==> src/rtl/cdc_pkg.sv <==
// Shared widths, constants and calendar helper functions for the date converter.
package cdc_pkg;

	localparam int YEAR_W = 12;
	localparam int MON_W  = 4;
	localparam int DAY_W  = 5;
	localparam int CNT_W  = 17;
	localparam int WD_W   = 3;
	localparam int ACC_W  = 19;  // holds a full span of 1024 years of days
	localparam int LEN_W  = 9;   // days in a year
	localparam int R400_W = 9;   // year position inside the 400-year cycle

	localparam logic [CNT_W-1:0]  COUNT_MAX    = 17'h1FFFF;
	localparam logic [MON_W-1:0]  MONTH_FIRST  = 4'd1;
	localparam logic [MON_W-1:0]  MONTH_LAST   = 4'd12;
	localparam logic [LEN_W-1:0]  DAYS_COMMON  = 9'd365;
	localparam logic [LEN_W-1:0]  DAYS_LEAP    = 9'd366;
	localparam logic [DAY_W-1:0]  FEB_SHORT    = 5'd28;
	localparam logic [R400_W-1:0] CYCLE_LAST   = 9'd399;
	localparam logic [WD_W-1:0]   WEEK_LEN     = 3'd7;

	// Leap rule from the position in the 400-year cycle: every fourth year,
	// except the three century years that are not a multiple of 400.
	function automatic logic leap_of(input logic [R400_W-1:0] r);
		logic century;
		century = (r == 9'd100) || (r == 9'd200) || (r == 9'd300);
		return (r[1:0] == 2'd0) && !century;
	endfunction

	function automatic logic [DAY_W-1:0] month_days(input logic [MON_W-1:0] m,
			input logic leap);
		logic [DAY_W-1:0] d;
		unique case (m)
			4'd2:                      d = leap ? 5'd29 : 5'd28;
			4'd4, 4'd6, 4'd9, 4'd11:   d = 5'd30;
			4'd1, 4'd3, 4'd5, 4'd7,
			4'd8, 4'd10, 4'd12:        d = 5'd31;
			default:                   d = 5'd30;
		endcase
		return d;
	endfunction

	// Sum of two weekday offsets, modulo a week.
	function automatic logic [WD_W-1:0] wd_add(input logic [WD_W-1:0] a,
			input logic [WD_W-1:0] b);
		logic [WD_W:0] s;
		s = {1'b0, a} + {1'b0, b};
		if (s >= {1'b0, WEEK_LEN}) begin
			s = s - {1'b0, WEEK_LEN};
		end
		return s[WD_W-1:0];
	endfunction

	// Weekday offset of a day of month: (d - 1) mod 7, d from 1 to 31.
	function automatic logic [WD_W-1:0] day_wd(input logic [DAY_W-1:0] d);
		logic [DAY_W-1:0] v;
		v = d - 5'd1;
		for (int i = 0; i < 4; i++) begin
			if (v >= {2'b0, WEEK_LEN}) begin
				v = v - {2'b0, WEEK_LEN};
			end
		end
		return v[WD_W-1:0];
	endfunction

endpackage

==> src/rtl/cdc_req_if.sv <==
// Request channel of the date converter: valid/ready handshake and input fields.
interface cdc_req_if import cdc_pkg::*; ();
	logic              valid;
	logic              ready;
	logic              func;
	logic [YEAR_W-1:0] year_in;
	logic [MON_W-1:0]  month_in;
	logic [DAY_W-1:0]  day_in;
	logic [CNT_W-1:0]  count_in;

	modport source (output valid, func, year_in, month_in, day_in, count_in,
		input ready);
	modport sink (input valid, func, year_in, month_in, day_in, count_in,
		output ready);
endinterface

==> src/rtl/cdc_rsp_if.sv <==
// Result channel of the date converter: valid/ready handshake and result fields.
interface cdc_rsp_if import cdc_pkg::*; ();
	logic              valid;
	logic              ready;
	logic [CNT_W-1:0]  count_out;
	logic [YEAR_W-1:0] year_out;
	logic [MON_W-1:0]  month_out;
	logic [DAY_W-1:0]  day_out;
	logic [WD_W-1:0]   weekday;
	logic              valid_res;

	modport source (output valid, count_out, year_out, month_out, day_out, weekday,
		valid_res, input ready);
	modport sink (input valid, count_out, year_out, month_out, day_out, weekday,
		valid_res, output ready);
endinterface

==> src/rtl/calendar_date_day_count_converter.sv <==
// Top level of the calendar date / day number converter (iterative sequencer).
// Converts a Gregorian date to a day number (day 1 = 1 January of EPOCH_YEAR)
// when func is 0, and a day number back to a date when func is 1; both modes
// also return the weekday (0 Monday .. 6 Sunday) and a valid flag, and every
// field is 0 when the date or day number lies outside the span of YEAR_SPAN
// years. A request is first taken; then the walk steps one year at a time
// from EPOCH_YEAR to the target year, then one month at a time up to the
// target month, and last the result is posted. The pace is set by the
// single add/subtract unit that walks the years and months.
// The block takes no request while one is in progress, but it takes the next
// one while the last result still waits in the output register.
module calendar_date_day_count_converter import cdc_pkg::*; #(
	parameter int EPOCH_YEAR = 1900,
	parameter int YEAR_SPAN  = 256
) (
	input  logic      clk,
	input  logic      arst_n,
	cdc_req_if.sink   req,
	cdc_rsp_if.source rsp
);

	localparam logic [YEAR_W-1:0] FIRST_YEAR = YEAR_W'(EPOCH_YEAR);
	localparam logic [YEAR_W-1:0] LAST_YEAR  = YEAR_W'(EPOCH_YEAR + YEAR_SPAN - 1);
	localparam logic [R400_W-1:0] R400_INIT  = R400_W'(EPOCH_YEAR % 400);

	typedef enum logic [1:0] {
		S_IDLE,
		S_YEARS,
		S_MONTHS,
		S_FINISH
	} state_t;

	state_t            state_q;
	logic              func_q;
	logic              ok_q;
	logic [YEAR_W-1:0] yr_q;       // year being walked
	logic [YEAR_W-1:0] yr_tgt_q;   // requested year (date mode)
	logic [MON_W-1:0]  mon_q;      // month being walked
	logic [MON_W-1:0]  mon_tgt_q;  // requested month (date mode)
	logic [DAY_W-1:0]  day_q;
	logic [CNT_W-1:0]  cnt_q;      // requested day number (count mode)
	logic [ACC_W-1:0]  acc_q;      // running total or remaining days
	logic [WD_W-1:0]   wd_q;       // running weekday offset
	logic [R400_W-1:0] r400_q;     // yr_q modulo 400

	logic              rsp_valid_q;
	logic [CNT_W-1:0]  count_out_q;
	logic [YEAR_W-1:0] year_out_q;
	logic [MON_W-1:0]  month_out_q;
	logic [DAY_W-1:0]  day_out_q;
	logic [WD_W-1:0]   weekday_q;
	logic              valid_res_q;

	logic              leap;
	logic [DAY_W-1:0]  dim;
	logic [LEN_W-1:0]  diy;
	logic [LEN_W-1:0]  alu_b;
	logic [ACC_W-1:0]  alu_res;
	logic              alu_gt;
	logic              req_ok;

	// Length of the current year and month drive the shared unit.
	assign leap  = leap_of(r400_q);
	assign dim   = month_days(mon_q, leap);
	assign diy   = leap ? DAYS_LEAP : DAYS_COMMON;
	assign alu_b = (state_q == S_YEARS) ? diy : LEN_W'(dim);

	cdc_alu u_alu (
		.a   (acc_q),
		.b   (alu_b),
		.sub (func_q),
		.res (alu_res),
		.gt  (alu_gt)
	);

	// Checks that need no walk; the day against the month length waits
	// until the walk reaches the requested year and knows its leap status.
	always_comb begin
		if (req.func) begin
			req_ok = req.count_in != '0;
		end else begin
			req_ok = (req.year_in >= FIRST_YEAR) && (req.year_in <= LAST_YEAR) &&
				(req.month_in >= MONTH_FIRST) && (req.month_in <= MONTH_LAST) &&
				(req.day_in != '0);
		end
	end

	assign req.ready     = (state_q == S_IDLE);
	assign rsp.valid     = rsp_valid_q;
	assign rsp.count_out = count_out_q;
	assign rsp.year_out  = year_out_q;
	assign rsp.month_out = month_out_q;
	assign rsp.day_out   = day_out_q;
	assign rsp.weekday   = weekday_q;
	assign rsp.valid_res = valid_res_q;

	always_ff @(posedge clk or negedge arst_n) begin
		if (!arst_n) begin
			state_q     <= S_IDLE;
			rsp_valid_q <= 1'b0;
			func_q      <= 1'b0;
			ok_q        <= 1'b0;
			yr_q        <= '0;
			yr_tgt_q    <= '0;
			mon_q       <= '0;
			mon_tgt_q   <= '0;
			day_q       <= '0;
			cnt_q       <= '0;
			acc_q       <= '0;
			wd_q        <= '0;
			r400_q      <= '0;
			count_out_q <= '0;
			year_out_q  <= '0;
			month_out_q <= '0;
			day_out_q   <= '0;
			weekday_q   <= '0;
			valid_res_q <= 1'b0;
		end else begin
			// Drop the result once the sink takes it, unless a new one replaces it.
			if (rsp.valid && rsp.ready && (state_q != S_FINISH)) begin
				rsp_valid_q <= 1'b0;
			end
			unique case (state_q)
				S_IDLE: begin
					if (req.valid) begin
						func_q    <= req.func;
						ok_q      <= req_ok;
						yr_q      <= FIRST_YEAR;
						r400_q    <= R400_INIT;
						mon_q     <= MONTH_FIRST;
						yr_tgt_q  <= req.year_in;
						mon_tgt_q <= req.month_in;
						day_q     <= req.day_in;
						cnt_q     <= req.count_in;
						acc_q     <= req.func ? ACC_W'(req.count_in) : ACC_W'(req.day_in);
						wd_q      <= req.func ? '0 : day_wd(req.day_in);
						state_q   <= req_ok ? S_YEARS : S_FINISH;
					end
				end
				S_YEARS: begin
					if (!func_q) begin
						// Date mode: add whole years until the requested one.
						if (yr_q == yr_tgt_q) begin
							if (day_q > month_days(mon_tgt_q, leap)) begin
								ok_q    <= 1'b0;
								state_q <= S_FINISH;
							end else begin
								state_q <= S_MONTHS;
							end
						end else begin
							acc_q  <= alu_res;
							wd_q   <= wd_add(wd_q, leap ? 3'd2 : 3'd1);
							yr_q   <= yr_q + YEAR_W'(1);
							r400_q <= (r400_q == CYCLE_LAST) ? '0 : r400_q + R400_W'(1);
						end
					end else begin
						// Count mode: strip whole years while more remain.
						if (alu_gt) begin
							if (yr_q == LAST_YEAR) begin
								ok_q    <= 1'b0;
								state_q <= S_FINISH;
							end else begin
								acc_q  <= alu_res;
								wd_q   <= wd_add(wd_q, leap ? 3'd2 : 3'd1);
								yr_q   <= yr_q + YEAR_W'(1);
								r400_q <= (r400_q == CYCLE_LAST) ? '0 : r400_q + R400_W'(1);
							end
						end else begin
							state_q <= S_MONTHS;
						end
					end
				end
				S_MONTHS: begin
					if (!func_q) begin
						if (mon_q == mon_tgt_q) begin
							ok_q    <= acc_q <= ACC_W'(COUNT_MAX);
							state_q <= S_FINISH;
						end else begin
							acc_q <= alu_res;
							wd_q  <= wd_add(wd_q, WD_W'(dim - FEB_SHORT));
							mon_q <= mon_q + MON_W'(1);
						end
					end else begin
						if ((mon_q < MONTH_LAST) && alu_gt) begin
							acc_q <= alu_res;
							wd_q  <= wd_add(wd_q, WD_W'(dim - FEB_SHORT));
							mon_q <= mon_q + MON_W'(1);
						end else begin
							// The rest is the day of month; fold it into the weekday.
							wd_q    <= wd_add(wd_q, day_wd(acc_q[DAY_W-1:0]));
							state_q <= S_FINISH;
						end
					end
				end
				S_FINISH: begin
					// Hold until the output register is free, then post the result.
					if (!rsp_valid_q || rsp.ready) begin
						rsp_valid_q <= 1'b1;
						valid_res_q <= ok_q;
						weekday_q   <= ok_q ? wd_q : '0;
						if (!ok_q) begin
							count_out_q <= '0;
							year_out_q  <= '0;
							month_out_q <= '0;
							day_out_q   <= '0;
						end else if (!func_q) begin
							count_out_q <= acc_q[CNT_W-1:0];
							year_out_q  <= yr_tgt_q;
							month_out_q <= mon_tgt_q;
							day_out_q   <= day_q;
						end else begin
							count_out_q <= cnt_q;
							year_out_q  <= yr_q;
							month_out_q <= mon_q;
							day_out_q   <= acc_q[DAY_W-1:0];
						end
						state_q <= S_IDLE;
					end
				end
				default: state_q <= S_IDLE;
			endcase
		end
	end

	// An invalid result carries zeros in every field.
	a_invalid_zero: assert property (@(posedge clk) disable iff (!arst_n)
		rsp.valid && !rsp.valid_res |-> (rsp.count_out == '0) &&
			(rsp.year_out == '0) && (rsp.month_out == '0) &&
			(rsp.day_out == '0) && (rsp.weekday == '0))
		else $error("invalid result with nonzero fields");

	// A valid result is a real calendar date with a real weekday.
	a_valid_date: assert property (@(posedge clk) disable iff (!arst_n)
		rsp.valid && rsp.valid_res |-> (rsp.month_out >= MONTH_FIRST) &&
			(rsp.month_out <= MONTH_LAST) && (rsp.day_out != '0) &&
			(rsp.weekday < WEEK_LEN) && (rsp.count_out != '0))
		else $error("valid result out of calendar range");

	// A taken request puts the block to work.
	a_busy_after_req: assert property (@(posedge clk) disable iff (!arst_n)
		req.valid && req.ready |=> !req.ready)
		else $error("request taken but block still idle");

endmodule

==> src/rtl/cdc_alu.sv <==
// Shared add/subtract and compare unit of the date converter.
module cdc_alu import cdc_pkg::*; (
	input  logic [ACC_W-1:0] a,
	input  logic [LEN_W-1:0] b,
	input  logic             sub,
	output logic [ACC_W-1:0] res,
	output logic             gt
);
	logic [ACC_W-1:0] b_ext;

	assign b_ext = ACC_W'(b);
	assign res   = sub ? (a - b_ext) : (a + b_ext);
	assign gt    = a > b_ext;
endmodule

==> src/flat_wrapper.sv <==
// flat-port wrapper written by rule: the top's interface ports become plain ports
module calendar_date_day_count_converter_flat import cdc_pkg::*;
#(
	parameter int EPOCH_YEAR = 1900,
	parameter int YEAR_SPAN  = 256
)
  (clk, arst_n, req_valid, req_func, req_year_in, req_month_in, req_day_in, req_count_in, req_ready, rsp_valid, rsp_count_out, rsp_year_out, rsp_month_out, rsp_day_out, rsp_weekday, rsp_valid_res, rsp_ready);
  cdc_req_if req_i ();
  cdc_rsp_if rsp_i ();
  input  logic clk;
  input  logic arst_n;
  input wire logic [$bits(req_i.valid)-1:0] req_valid;
  input wire logic [$bits(req_i.func)-1:0] req_func;
  input wire logic [$bits(req_i.year_in)-1:0] req_year_in;
  input wire logic [$bits(req_i.month_in)-1:0] req_month_in;
  input wire logic [$bits(req_i.day_in)-1:0] req_day_in;
  input wire logic [$bits(req_i.count_in)-1:0] req_count_in;
  output wire logic [$bits(req_i.ready)-1:0] req_ready;
  output wire logic [$bits(rsp_i.valid)-1:0] rsp_valid;
  output wire logic [$bits(rsp_i.count_out)-1:0] rsp_count_out;
  output wire logic [$bits(rsp_i.year_out)-1:0] rsp_year_out;
  output wire logic [$bits(rsp_i.month_out)-1:0] rsp_month_out;
  output wire logic [$bits(rsp_i.day_out)-1:0] rsp_day_out;
  output wire logic [$bits(rsp_i.weekday)-1:0] rsp_weekday;
  output wire logic [$bits(rsp_i.valid_res)-1:0] rsp_valid_res;
  input wire logic [$bits(rsp_i.ready)-1:0] rsp_ready;
  assign req_i.valid = req_valid;
  assign req_i.func = req_func;
  assign req_i.year_in = req_year_in;
  assign req_i.month_in = req_month_in;
  assign req_i.day_in = req_day_in;
  assign req_i.count_in = req_count_in;
  assign req_ready = req_i.ready;
  assign rsp_valid = rsp_i.valid;
  assign rsp_count_out = rsp_i.count_out;
  assign rsp_year_out = rsp_i.year_out;
  assign rsp_month_out = rsp_i.month_out;
  assign rsp_day_out = rsp_i.day_out;
  assign rsp_weekday = rsp_i.weekday;
  assign rsp_valid_res = rsp_i.valid_res;
  assign rsp_i.ready = rsp_ready;
  calendar_date_day_count_converter #(.EPOCH_YEAR(EPOCH_YEAR), .YEAR_SPAN(YEAR_SPAN)) u_core (.clk(clk), .arst_n(arst_n), .req(req_i), .rsp(rsp_i));
endmodule
==> config.mk <==
export PLATFORM = sky130hd
export DESIGN_NAME = calendar_date_day_count_converter_flat
export DESIGN_NICKNAME = d
export VERILOG_FILES = /design/src/rtl/cdc_pkg.sv /design/src/rtl/cdc_req_if.sv /design/src/rtl/cdc_rsp_if.sv /design/src/rtl/calendar_date_day_count_converter.sv /design/src/rtl/cdc_alu.sv /design/src/flat_wrapper.sv
export SDC_FILE = /design/constraint.sdc
export NUM_CORES = 1
export LEC_CHECK = 0
export BUFFER_PORTS_ARGS = -buffer_cell sky130_fd_sc_hd__buf_2
export CORE_MARGIN = 4
export CORE_UTILIZATION = 50
export CTS_CLUSTER_DIAMETER = 50
export DETAILED_ROUTE_END_ITERATION = 10
export PLACE_DENSITY = 0.69
export SYNTH_ARGS = -nofsm -noshare
export SYNTH_HDL_FRONTEND = slang
export SYNTH_HIERARCHICAL = 1
export SYNTH_SLANG_ARGS = --single-unit
==> constraint.sdc <==
create_clock -name clk -period 9.32 [get_ports clk]
set_clock_uncertainty 0.05 [all_clocks]
set_input_delay 2.796 -clock clk [delete_from_list [all_inputs] [get_ports clk]]
set_output_delay 2.796 -clock clk [all_outputs]
set_load 0.05 [all_outputs]
After elaboration in Yosys (flattened, before gate mapping)
Cells that the tools add are included.

cells by class
  add/sub/neg operators = 22
  magnitude comparators = 19
  equality and inequality tests = 42
  muxes and demuxes = 111
  reductions and logical operators = 30

operator list
  cell                    number
  $mux W19                9
  $mux W5                 26
  $mux W12                7
  $mux W9                 7
  $pmux W19 S3            1
  $mux W3                 18
  $mux W17                3
  $ge A5 B3 Y1 const B    8
  $sub A5 B3 Y5 const B   6
  $eq A4 B4 Y1 const B    6
  $mux W2                 12
  $mux W4                 6
  $pmux W12 S2            1
  $add A19 B9 Y19         1
  $gt A19 B9 Y1           1
  $le A19 B17 Y1 const B  1
  $sub A19 B9 Y19         1
  $eq A9 B9 Y1 const B    2
  $pmux W9 S2             1
  $sub A3 B3 Y3 const B   6
  $reduce_bool A17 Y1     1
  $eq A4 B2 Y1 const B    4
  $eq A4 B3 Y1 const B    4
  $ne A3 B3 Y1 const B    5
  47 further kinds        87

storage, ports and cells
  register bits after elaboration = 132
  input bits = 43
  output and inout bits = 44
  logic and storage cells = 243

Depth between registers and ports, before layout
  depth after elaboration = 34
  mapped depth = 38
  mapped depth without buffers = 34

Cells and area by module
The synthesis kept the hierarchy.

by module, submodules not included
  module                             instances  cells an instance  area an instance (um2)  seq. area each (um2)
  calendar_date_day_count_converter  1          966                8888.5                  3303.2
  cdc_alu                            1          174                1212.4                  0.0

Least setup slack after synthesis
Ideal clock, no wire load.

  path kind = input to register
  from = input port req_day_in[0]
  to = register u_core.wd_q[1]
  setup time = 0.153 ns
  data arrival time = 7.222 ns
  data required time = 9.117 ns
  slack = 1.895 ns
  stages = 26
  buffers on the path = 2
  cell sequence = clkbuf_1 > inv_1 > ha_1 > clkbuf_1 > a21oi_1 > o21bai_1 > o21a_1 > a21oi_1 > ha_1 > nand2_1 > o32ai_1 > nor2_1 > nand3_1 > mux2_2 > ha_1 > and3_1 > a21oi_1 > o21ai_1 > nand3b_2 > mux2i_1 > a21oi_1 > ha_1 > inv_1 > o22ai_1 > mux2i_1 > o221ai_1

on the way
  cells in the longest elaborated chain, start to end = 18
  elaborated cells between the ends (all ways) = 22
  those cells by class = add/sub (5); order compare (4); mux (13)

RTL lines
  element                                        RTL line                                  RTL
  from (decl)                                    flat_wrapper.sv:16                        input wire logic [$bits(req_i.day_in)-1:0] req_day_in;
  $sub A5 B1 Y5 *                                cdc_pkg.sv:57                             v = d - 5'd1;
  $sub A5 B3 Y5 or $ge A5 B3 Y1 (tied branches)  cdc_pkg.sv:60, cdc_pkg.sv:59
  $mux W5 *                                      cdc_pkg.sv:59                             if (v >= {2'b0, WEEK_LEN}) begin
  $mux W5 *                                      calendar_date_day_count_converter.sv:125  if (req.valid) begin
  $mux W5 *                                      calendar_date_day_count_converter.sv:123  unique case (state_q)
  $sub A5 B3 Y5 or $ge A5 B3 Y1 (tied branches)  cdc_pkg.sv:60, cdc_pkg.sv:59
  $mux W5 *                                      cdc_pkg.sv:59
  $mux W5 *                                      calendar_date_day_count_converter.sv:125
  [... 2 more ...]                               --
  $mux W5 *                                      cdc_pkg.sv:59
  $mux W5 *                                      calendar_date_day_count_converter.sv:125
  $mux W5 *                                      calendar_date_day_count_converter.sv:123
  $ge A5 B3 Y1 or $sub A3 B3 Y3 (tied branches)  cdc_pkg.sv:59, cdc_pkg.sv:60
  $mux W3 *                                      cdc_pkg.sv:59
  $mux W3 *                                      calendar_date_day_count_converter.sv:136  wd_q <= req.func ? '0 : day_wd(req.day_in);
  $mux W3 *                                      calendar_date_day_count_converter.sv:125
  $pmux W3 S3 *                                  calendar_date_day_count_converter.sv:123
  to (signal assigned)                           calendar_date_day_count_converter.sv:136
  to (signal assigned)                           calendar_date_day_count_converter.sv:152  wd_q <= wd_add(wd_q, leap ? 3'd2 : 3'd1);
  to (signal assigned)                           calendar_date_day_count_converter.sv:164  wd_q <= wd_add(wd_q, leap ? 3'd2 : 3'd1);
  to (decl)                                      calendar_date_day_count_converter.sv:43   logic [WD_W-1:0] wd_q;

Every way passes the cells marked *; elsewhere a longest branch is shown, timed or not. The select of a mux whose other input is x is not followed.
A chain may end at the register's enable or synchronous reset.

Worst setup path in the final report
  from = register u_core.acc_q[0]
  to = register u_core.wd_q[1]

on the way
  cells in the longest elaborated chain, start to end = 27
  elaborated cells between the ends (all ways) = 36
  those cells by class = add/sub (7); order compare (6); eq/ne (1); mux (20); reduce/logical (2)

RTL lines
  element                                        RTL line                                  RTL
  from (decl)                                    calendar_date_day_count_converter.sv:42   logic [ACC_W-1:0] acc_q;
  from (signal assigned)                         calendar_date_day_count_converter.sv:135  acc_q <= req.func ? ACC_W'(req.count_in) : ACC_W'(req.day_in);
  from (signal assigned)                         calendar_date_day_count_converter.sv:151  acc_q <= alu_res;
  from (signal assigned)                         calendar_date_day_count_converter.sv:163  acc_q <= alu_res;
  $sub A5 B1 Y5                                  cdc_pkg.sv:57
  $sub A5 B3 Y5 or $ge A5 B3 Y1 (tied branches)  cdc_pkg.sv:60, cdc_pkg.sv:59
  $mux W5                                        cdc_pkg.sv:59
  $mux W5                                        calendar_date_day_count_converter.sv:184  if ((mon_q < MONTH_LAST) && alu_gt) begin
  $mux W5                                        calendar_date_day_count_converter.sv:174  if (!func_q) begin
  $mux W5                                        calendar_date_day_count_converter.sv:123
  $sub A5 B3 Y5 or $ge A5 B3 Y1 (tied branches)  cdc_pkg.sv:60, cdc_pkg.sv:59
  $mux W5                                        cdc_pkg.sv:59
  [... 11 more ...]                              --
  $mux W3                                        calendar_date_day_count_converter.sv:174
  $mux W3                                        calendar_date_day_count_converter.sv:123
  $add A3 B3 Y4                                  cdc_pkg.sv:47                             s = {1'b0, a} + {1'b0, b};
  $ge A4 B3 Y1 or $sub A3 B3 Y3 (tied branches)  cdc_pkg.sv:48, cdc_pkg.sv:49
  $mux W3                                        cdc_pkg.sv:48                             if (s >= {1'b0, WEEK_LEN}) begin
  $mux W3                                        calendar_date_day_count_converter.sv:184
  $mux W3                                        calendar_date_day_count_converter.sv:174
  $pmux W3 S3                                    calendar_date_day_count_converter.sv:123
  to (signal assigned)                           calendar_date_day_count_converter.sv:180  wd_q <= wd_add(wd_q, WD_W'(dim - FEB_SHORT));
  to (signal assigned)                           calendar_date_day_count_converter.sv:186  wd_q <= wd_add(wd_q, WD_W'(dim - FEB_SHORT));
  to (signal assigned)                           calendar_date_day_count_converter.sv:190  wd_q <= wd_add(wd_q, day_wd(acc_q[DAY_W-1:0]));

Several ways; a longest one is shown, not always the timed one. The select of a mux whose other input is x is not followed.

==> flow_metrics.env <==
export IMPL_yosysWarnings=6
export IMPL_setup_tns_ns=0
export IMPL_tritoncts="yes"
export IMPL_place_inst=1435
export IMPL_synth_seq_cells=132
export IMPL_synth_area_per_cell_sq_um=8.86
export IMPL_clockBufferDepth=2
export IMPL_hold_violations=0
export IMPL_max_stage_delay_ns=0.65
export IMPL_clk_pin_slew_ns=0.07
export IMPL_dr_total_vias=8824
export IMPL_synthCells=1140
export IMPL_grt_pass1_wl_mm=43.2
export IMPL_period_share=0.861
export IMPL_cts_sinks=132
export IMPL_r2r_start="u_core/acc_q[0]"
export IMPL_die_area_sq_um=22500
export IMPL_period_minus_slack_ns=8.02
export IMPL_setup_viol=0
export IMPL_drc=0
export IMPL_fill_cells=1801
export IMPL_worstMarginPinSlew_ns=1.16
export IMPL_track_usage=0.237
export IMPL_ys_flop_type="dfrtp_1"
export IMPL_postCtsSetupRepairBufs=0
export IMPL_crit_buf_inv=3
export IMPL_worst_slack_ns=1.30
export IMPL_wirelength_mm=26.3
export IMPL_crit_end="u_core/wd_q[1]"
export IMPL_die_y_microns=150
export IMPL_criticalPathCategory="reg2reg"
export IMPL_io_pins=87
export IMPL_cp_start_kind="flip-flop"
export IMPL_cap_violations=0
export IMPL_async_reset_ff_frac=1.00
export IMPL_cts_hold_buf=0
export IMPL_crit_start="u_core/acc_q[0]"
export IMPL_cts_repair_resized=0
export IMPL_drive_above_1_share=0.168
export IMPL_clock_fmax_mhz=125
export IMPL_start_util=0.514
export IMPL_reg2reg_to="u_core/wd_q[1]"
export IMPL_dp_hpwl_mm=18.8
export IMPL_layout_cells_most_common="dfrtp_1"
export IMPL_root_buffer="clkbuf_16"
export IMPL_drt_iter0_markers=638
export IMPL_ys_types=94
export IMPL_grt_start_max_net_pins=84
export IMPL_rows=51
export IMPL_final_cell_mix="dfrtp_1, nor2_1, buf_2, nand2_1, o21ai_0"
export IMPL_grt_pass1_vias=8276
export IMPL_rsz0062_at_grt="no"
export IMPL_report_final_slew_viol_count=0
export IMPL_dp_slack_ns=1.20
export IMPL_synth_edf_count=0
export IMPL_relSlewSlack=0.223
export IMPL_end_kind="flip-flop"
export IMPL_grt_overflow_total=0
export IMPL_yosysSeqAreaShare=0.327
export IMPL_status="completed"
export IMPL_required_ns=9.54
export IMPL_crit_path_top_delay_cell="dfrtp_1"
export IMPL_avgRoutedWirePerCell_microns=17.9
export IMPL_postRouteAntennaNets=0
export IMPL_nets=1289
export IMPL_clock_latency_ns=0.43
export IMPL_r2r_setup_slack_ns=1.30
export IMPL_io_buffers=86
export IMPL_syn_area_sq_um=10100
export IMPL_numCtsBuffers=17
export IMPL_crit_cells=33
export IMPL_dieWidth_microns=150
export IMPL_core_sq_um=19700
export IMPL_grt_antenna_before_repair=0
export IMPL_area_delta_synth_final_pct=11.3
export IMPL_n_antenna_cell=0
export IMPL_reg2reg_depth=33
export IMPL_critPathTopFamily="compound AO/OA/AOI/OAI gates"
export IMPL_htreeDepth=4
export IMPL_gp_congestion=0.918
export IMPL_via_per_inst=6.01
export IMPL_path_common_cell="ha_1"
export IMPL_critPathMaxFanout=17
export IMPL_dr_pass1_iters=6
export IMPL_hold_path_class="reg2reg"
export IMPL_stdcell_count=1467
export IMPL_timing_hold_ws_ns=0.438
export IMPL_arrival_ns=8.25
[Yosys cell counts (22+ instances only)]
library cell | count | share of area
dfrtp_1 | 132 | 0.33
nor2_1 | 103 | 0.038
nand2_1 | 84 | 0.031
o21ai_0 | 69 | 0.034
a21oi_1 | 65 | 0.032
clkbuf_1 | 55 | 0.020
ha_1 | 52 | 0.064
inv_1 | 52 | 0.019
mux2i_1 | 52 | 0.052
mux2_2 | 41 | 0.046
a22o_1 | 39 | 0.034
xor2_1 | 31 | 0.027
nand3_1 | 22 | 0.011
[cells by family (layout without fill, tap and decap cells)]
family,Yosys count,count (layout),synth area share
buffers and inverters,123,181,0.0481
multiplexers,95,95,0.0998
XOR/XNOR,52,52,0.0469
AO/OA/AOI/OAI,321,321,0.223
AND/OR/NAND/NOR,357,357,0.179
other,2,6,0.000743
flip-flops,132,132,0.327
adder cells (fa/ha/maj),58,58,0.0753
[sequential cells by signal, indices dropped and copies added (netlist names)]
signal                flops
u_core/acc_q             19
u_core/cnt_q             17
u_core/rsp.count_out     17
u_core/rsp.year_out      12
u_core/yr_q              12
u_core/yr_tgt_q          12
u_core/r400_q             9
u_core/day_q              5
u_core/rsp.day_out        5
u_core/mon_q              4
u_core/mon_tgt_q          4
u_core/rsp.month_out      4
u_core/rsp.weekday        3
u_core/wd_q               3
u_core/state_q            2
u_core/func_q             1
u_core/ok_q               1
u_core/rsp.valid          1
u_core/rsp.valid_res      1
[how the worst min path moves through the flow]
stage	startpoint	end	cells after the start
3_3_place_gp	u_core/cnt_q[5]	u_core/cnt_q[5]	1
5_1_grt	u_core/rsp.weekday[0]	u_core/rsp.weekday[0]	2
2_1_floorplan	u_core/day_q[0]	u_core/day_q[0]	2
4_1_cts	u_core/rsp.weekday[1]	u_core/rsp.weekday[1]	2
3_5_place_dp	u_core/rsp.weekday[1]	u_core/rsp.weekday[1]	2
6_report	u_core/rsp.weekday[1]	u_core/rsp.weekday[1]	2
[per-layer routing]
| layer | GRT usage | wire (microns) | up-vias |
|---|---|---|---|
| met4 | 0.0558 | 297 | 0 |
| met2 | 0.354 | 11600 | 277 |
| met3 | 0.0452 | 1620 | 29 |
| met5 | 0 | 0 | - |
| met1 | 0.357 | 12900 | 4265 |
| li1 | - | - | 4253 |
[layout make-up]
cell class                      instances  area (sq um)  area share
Clock inverter                         15           148      0.0131
Timing Repair Buffer                   94           497      0.0442
Sequential cell                       132          3300       0.294
Inverter                               55           206      0.0184
Multi-Input combinational cell        889          6330       0.563
Tap cell                              265           332      0.0295
Clock buffer                           17           425      0.0378
[worst min-delay path: stages, from the launching register on]
cell and delay, ns:
dfrtp_1 0.35, nand2_1 0.05, o21ai_0 0.06
[stage by stage]
stage / util / area, sq um
3_3_place_gp: 0.543 / 10700
3_5_place_dp: 0.543 / 10700
6_report: 0.572 / 11200
2_1_floorplan: - / 10100
4_1_cts: 0.572 / 11200
5_1_grt: 0.572 / 11200
Power is left out: the tool's default activity adds up to more than one toggle a clock period on the data nets, which glitch-free logic cannot reach.
